<file path="src/hdl/ccw_pkg.sv">
// ============================================================================
// ccw_pkg - shared types and constants of the coin change way counter
// Field widths, request/response packing, microcode word and status types.
// ============================================================================
package ccw_pkg;

   // field widths
   localparam int AMOUNT_W    = 10;
   localparam int KINDS_W     = 8;
   localparam int DENOM_W     = 10;
   localparam int WAYS_W      = 48;
   localparam int CSR_IDX_W   = 3;

   // request packing: amount in the low bits, then coin_kinds
   localparam int REQ_AMOUNT_LSB = 0;
   localparam int REQ_KINDS_LSB  = AMOUNT_W;
   localparam int REQ_TDATA_W    = 24;
   localparam int RSP_TDATA_W    = 48;

   // reset denominations, one per coin kind
   localparam logic [DENOM_W-1:0] DENOM_RESET [8] = '{
      10'd1, 10'd2, 10'd3, 10'd20, 10'd25, 10'd50, 10'd0, 10'd0
   };

   // microcode addresses
   typedef enum logic [2:0] {
      STEP_IDLE   = 3'd0,
      STEP_CHECK  = 3'd1,
      STEP_CLEAR  = 3'd2,
      STEP_KIND   = 3'd3,
      STEP_SETUP  = 3'd4,
      STEP_LOOP   = 3'd5,
      STEP_FETCH  = 3'd6,
      STEP_RESULT = 3'd7
   } step_type;

   // branch condition selector
   typedef enum logic [2:0] {
      COND_REQ        = 3'd0,
      COND_IMPROPER   = 3'd1,
      COND_CLEAR_END  = 3'd2,
      COND_KINDS_DONE = 3'd3,
      COND_SKIP       = 3'd4,
      COND_LOOP_DONE  = 3'd5,
      COND_ALWAYS     = 3'd6,
      COND_RSP_FREE   = 3'd7
   } cond_type;

   typedef enum logic [1:0] {
      WR_NONE        = 2'd0,
      WR_ONE_AT_ZERO = 2'd1,
      WR_ZERO_AT_A   = 2'd2,
      WR_SUM         = 2'd3
   } wr_op_type;

   typedef enum logic [2:0] {
      A_HOLD  = 3'd0,
      A_ONE   = 3'd1,
      A_INC   = 3'd2,
      A_DENOM = 3'd3,
      A_ISSUE = 3'd4
   } a_op_type;

   typedef enum logic [1:0] {
      K_HOLD  = 2'd0,
      K_CLEAR = 2'd1,
      K_INC   = 2'd2
   } k_op_type;

   // one control word
   typedef struct packed {
      cond_type  cond;
      step_type  tgt_true;
      step_type  tgt_false;
      logic      req_ready;
      wr_op_type wr_op;
      a_op_type  a_op;
      k_op_type  k_op;
      logic      load_d;
      logic      check;
      logic      rsp_load;
   } ctrl_type;

   // datapath flags for branching
   typedef struct packed {
      logic req_valid;
      logic improper;
      logic clear_end;
      logic kinds_done;
      logic skip;
      logic loop_done;
      logic rsp_free;
   } status_type;

endpackage

</file>
<file path="src/hdl/ccw_sequencer.sv">
// ============================================================================
// ccw_sequencer - step counter and control store
// Each step reads one control word; a selected flag picks the next step.
// ============================================================================
module ccw_sequencer (
   input  logic                clock,
   input  logic                reset,
   input  ccw_pkg::status_type status,
   output ccw_pkg::ctrl_type   ctrl
);

   ccw_pkg::step_type step_ff;
   ccw_pkg::step_type step_in;
   logic              cond_hit;

   function automatic ccw_pkg::ctrl_type rom_word(input ccw_pkg::step_type s);
      ccw_pkg::ctrl_type w;
      w.cond      = ccw_pkg::COND_ALWAYS;
      w.tgt_true  = ccw_pkg::STEP_IDLE;
      w.tgt_false = ccw_pkg::STEP_IDLE;
      w.req_ready = 1'b0;
      w.wr_op     = ccw_pkg::WR_NONE;
      w.a_op      = ccw_pkg::A_HOLD;
      w.k_op      = ccw_pkg::K_HOLD;
      w.load_d    = 1'b0;
      w.check     = 1'b0;
      w.rsp_load  = 1'b0;
      case (s)
         ccw_pkg::STEP_IDLE: begin
            w.cond      = ccw_pkg::COND_REQ;
            w.tgt_true  = ccw_pkg::STEP_CHECK;
            w.tgt_false = ccw_pkg::STEP_IDLE;
            w.req_ready = 1'b1;
         end
         ccw_pkg::STEP_CHECK: begin
            w.cond      = ccw_pkg::COND_IMPROPER;
            w.tgt_true  = ccw_pkg::STEP_RESULT;
            w.tgt_false = ccw_pkg::STEP_CLEAR;
            w.wr_op     = ccw_pkg::WR_ONE_AT_ZERO;
            w.a_op      = ccw_pkg::A_ONE;
            w.k_op      = ccw_pkg::K_CLEAR;
            w.check     = 1'b1;
         end
         ccw_pkg::STEP_CLEAR: begin
            w.cond      = ccw_pkg::COND_CLEAR_END;
            w.tgt_true  = ccw_pkg::STEP_KIND;
            w.tgt_false = ccw_pkg::STEP_CLEAR;
            w.wr_op     = ccw_pkg::WR_ZERO_AT_A;
            w.a_op      = ccw_pkg::A_INC;
         end
         ccw_pkg::STEP_KIND: begin
            w.cond      = ccw_pkg::COND_KINDS_DONE;
            w.tgt_true  = ccw_pkg::STEP_FETCH;
            w.tgt_false = ccw_pkg::STEP_SETUP;
            w.load_d    = 1'b1;
         end
         ccw_pkg::STEP_SETUP: begin
            w.cond      = ccw_pkg::COND_SKIP;
            w.tgt_true  = ccw_pkg::STEP_KIND;
            w.tgt_false = ccw_pkg::STEP_LOOP;
            w.a_op      = ccw_pkg::A_DENOM;
            w.k_op      = ccw_pkg::K_INC;
         end
         ccw_pkg::STEP_LOOP: begin
            w.cond      = ccw_pkg::COND_LOOP_DONE;
            w.tgt_true  = ccw_pkg::STEP_KIND;
            w.tgt_false = ccw_pkg::STEP_LOOP;
            w.wr_op     = ccw_pkg::WR_SUM;
            w.a_op      = ccw_pkg::A_ISSUE;
         end
         ccw_pkg::STEP_FETCH: begin
            w.cond      = ccw_pkg::COND_ALWAYS;
            w.tgt_true  = ccw_pkg::STEP_RESULT;
            w.tgt_false = ccw_pkg::STEP_RESULT;
         end
         ccw_pkg::STEP_RESULT: begin
            w.cond      = ccw_pkg::COND_RSP_FREE;
            w.tgt_true  = ccw_pkg::STEP_IDLE;
            w.tgt_false = ccw_pkg::STEP_RESULT;
            w.rsp_load  = 1'b1;
         end
         default: begin
            w.cond = ccw_pkg::COND_ALWAYS;
         end
      endcase
      return w;
   endfunction

   assign ctrl = rom_word(step_ff);

   always_comb begin
      case (ctrl.cond)
         ccw_pkg::COND_REQ:        cond_hit = status.req_valid;
         ccw_pkg::COND_IMPROPER:   cond_hit = status.improper;
         ccw_pkg::COND_CLEAR_END:  cond_hit = status.clear_end;
         ccw_pkg::COND_KINDS_DONE: cond_hit = status.kinds_done;
         ccw_pkg::COND_SKIP:       cond_hit = status.skip;
         ccw_pkg::COND_LOOP_DONE:  cond_hit = status.loop_done;
         ccw_pkg::COND_ALWAYS:     cond_hit = 1'b1;
         ccw_pkg::COND_RSP_FREE:   cond_hit = status.rsp_free;
         default:                  cond_hit = 1'b1;
      endcase
      step_in = cond_hit ? ctrl.tgt_true : ctrl.tgt_false;
   end

   always_ff @(posedge clock) begin
      if (reset) begin
         step_ff <= ccw_pkg::STEP_IDLE;
      end else begin
         step_ff <= step_in;
      end
   end

   a_req_starts: assert property (@(posedge clock) disable iff (reset)
      (step_ff == ccw_pkg::STEP_IDLE && status.req_valid) |=> step_ff == ccw_pkg::STEP_CHECK)
      else $error("accepted request did not start the check step");

   a_rsp_returns: assert property (@(posedge clock) disable iff (reset)
      (step_ff == ccw_pkg::STEP_RESULT && status.rsp_free) |=> step_ff == ccw_pkg::STEP_IDLE)
      else $error("sequencer did not return to idle after loading a response");

   a_check_branches: assert property (@(posedge clock) disable iff (reset)
      step_ff == ccw_pkg::STEP_CHECK |=>
         (step_ff == ccw_pkg::STEP_RESULT || step_ff == ccw_pkg::STEP_CLEAR))
      else $error("check step did not branch to clear or result");

endmodule

</file>
<file path="config.mk">
export PLATFORM = sky130hd
export DESIGN_NAME = ccw_sequencer
export DESIGN_NICKNAME = d
export VERILOG_FILES = /design/src/hdl/ccw_pkg.sv /design/src/hdl/ccw_sequencer.sv
export SDC_FILE = /design/constraint.sdc
export NUM_CORES = 1
export LEC_CHECK = 0
export BUFFER_PORTS_ARGS = -buffer_cell sky130_fd_sc_hd__buf_2
export CORE_AREA = 2 2 39 41
export CTS_BUF_LIST = sky130_fd_sc_hd__clkbuf_2
export CTS_CLUSTER_DIAMETER = 30
export DETAILED_ROUTE_END_ITERATION = 8
export DIE_AREA = 0 0 41 43
export SYNTH_ARGS = -nofsm -noshare
export SYNTH_HDL_FRONTEND = slang
export SYNTH_SLANG_ARGS = --single-unit
</file>
<file path="constraint.sdc">
create_clock -name clock -period 1.8 [get_ports clock]
set_input_delay 0.36 -clock clock [delete_from_list [all_inputs] [get_ports clock]]
set_output_delay 0.36 -clock clock [all_outputs]
set_load 0.05 [all_outputs]
</file>
==> results.py <==
metrics = {
    "grt": {
        "grt_pass1_vias": 396,
        "overflow": 0,
        "grt_max_degree": 13,
        "antenna_found_initial": 0,
        "grtUsageTotal": 0.130,
        "grt_pass1_wl_um": 1610,
    },
    "sta": {
        "finalHoldViolCount": 0,
        "setup_ws_ps": 123,
        "max_freq_ghz": 0.596,
        "report.final.slew_viol_count": 0,
        "final-setup-viol-count": 0,
        "fin_crit_ps": 1680,
        "period_share": 0.931,
        "slew_headroom": 0.800,
        "worstMarginPinSlew_ps": 297,
        "rsz0062_at_grt": "false",
        "skew_ps": 5.42,
    },
    "setup_path": {
        "r2r-end": "step_ff[1]",
        "critPathLaunch": "step_ff[1]",
        "reg2reg_depth": 6,
        "r2r_slack_ps": 310,
        "cp_data_required_time_ps": 1440,
        "crit_fanout": 12,
        "crit_path_start_kind": "flop",
        "cp-endpoint": "ctrl[13]",
        "critPathCaptureType": "output pin",
        "regToRegStartpoint": "step_ff[1]",
        "worst-setup-path-type": "flop to output pin",
        "cp_data_arrival_time_ps": 1320,
    },
    "synthesis": {
        "async_reset_ff_frac": 0,
        "synth_top_area_frac": 0.150,
        "yosysUniqueCellTypes": 27,
        "ys_seq_area_frac": 0.150,
        "yosys_register_bits": 3,
        "netlist_instances": 51,
        "synth_top_flop_cell": "dfxtp_1",
        "yosys-top-cells-area": "dfxtp_1, nand2b_1, nor2b_1, o31ai_4, mux2i_1",
        "yosysWarnings": 0,
        "synth_edf_count": 0,
        "synthTopCellsByCount": "nand2b_1, nor2b_1, nor2_1",
        "syn_avg_cell_area_um2": 7.85,
        "synthesis.area_um2": 400,
        "synth_fp_nets": 60,
        "yosysTopAreaCell": "dfxtp_1",
    },
    "die": {
        "fp.dieW_um": 41,
        "core_um2": 1380,
        "die_y_um": 43,
        "dieArea_um2": 1760,
        "io_pins": 29,
        "initial_core_util": 0.289,
        "rows": 14,
    },
    "finish": {
        "drive_gt1_frac": 0.671,
        "nFillCells": 141,
        "stdcell_area_um2": 624,
        "antenna_cells": 0,
        "fin_nets": 92,
        "largest_register_ffs": 3,
        "area.growth.synth_to_final_pct": 55.9,
        "reg_top3": "step_ff x3",
        "regMostFlops": "step_ff",
    },
    "detailed_routing": {
        "vias_per_cell": 4.51,
        "drt_iter0_drc": 2,
        "route.detailed.drc": 0,
        "ant_nets": 0,
        "wire_per_inst_um": 11.0,
        "routed_wl_um": 1080,
        "firstDrtPassIters": 3,
        "via_count": 442,
    },
    "clock_network": {
        "clock_sinks": 3,
        "cts_tree": "done",
        "cts_root_buffer": "clkbuf_2",
        "htreeDepth": 1,
        "cts_buffers": 3,
        "cts_setup_buffers": 0,
        "clk_latency_ps": 190,
        "ctsLongestPathBuffers": 2,
        "path_clk_slew_ps": 40,
    },
    "flow_run": {
        "drv_cap": 0,
    },
    "placed_design": {
        "dp_hpwl_um": 827,
        "place_ws_ps": 188,
        "portBuffers": 28,
        "place_area_um2": 599,
        "place_congestion": 0.676,
    },
    "worst_hold_path": {
        "hp-class": "input pin to flop",
    },
    "outcome": {
        "status": "finished, final reports clean",
    },
}
## cells in the final DEF, fill, tap and decap left out, types with 2 or more instances in the layout
cell type	synthesis	routed
a21oi_1	3	2
mux2i_1	2	2
nand2b_1	6	6
nor2b_2	0	2
dfxtp_2	0	2
buf_2	2	28
nor2b_1	6	3
and2_1	3	2
clkbuf_2	0	4
a21oi_2	1	2
buf_4	2	7
nor2_1	4	3
## per-stage QoR
step | TNS [ps] | instances | hold slack, ps | utilization
after floorplan | -61.2 | 51 | 432 | -
after global placement | 0 | 94 | 579 | 0.433
after detailed placement | 0 | 94 | 576 | 0.433
after CTS | 0 | 98 | 364 | 0.448
after global routing | 0 | 98 | 365 | 0.451
final | 0 | 98 | 368 | 0.451
## metal layers
| metal | vias up | GRT usage | routed length [um] |
|---|---|---|---|
| met5 | - | 0 | 0 |
| met4 | 0 | 0.0600 | 0 |
| met3 | 0 | 0.0209 | 60 |
| met2 | 16 | 0.213 | 552 |
| met1 | 198 | 0.157 | 467 |
| li1 | 228 | - | - |
## critical path: stages, from the launching register on
cell and delay [ps]:
dfxtp_2 450, and2_1 270, inv_2 50, nand2b_1 90
buf_2 260
## worst min-delay path by stage
stage	slack, ps	from	cells past startpoint	endpoint
detailed placement	580	reset	2	step_ff[0]
finish	370	reset	2	step_ff[0]
global route	370	reset	2	step_ff[0]
global placement	580	reset	2	step_ff[1]
floorplan	430	reset	1	step_ff[0]
CTS	360	reset	2	step_ff[0]
## final cells by class
type | instances | area, um^2 | area share
Clock buffer | 4 | 20.0 | 0.0321
Inverter | 2 | 7.51 | 0.0120
Multi-Input combinational cell | 38 | 322 | 0.515
Sequential cell | 3 | 62.6 | 0.100
Tap cell | 16 | 20.0 | 0.0321
Timing Repair Buffer | 35 | 193 | 0.309
## kinds of logic after synthesis
kind of cell    after synthesis  synth area share
compound gates                8             0.197
xor+xnor                      2            0.0438
buf+inv                      10             0.137
flops                         3             0.150
mux                           4             0.116
simple gates                 24             0.356
## repair_timing
item / 4_1_cts / 5_1_grt
hold buffers: 0 / 0
resized for setup: 1 / 2
setup endpoints to repair: 3 / 3
Power is left out: the tool's default activity adds up to more than one toggle a clock period on the data nets, which glitch-free logic cannot reach.
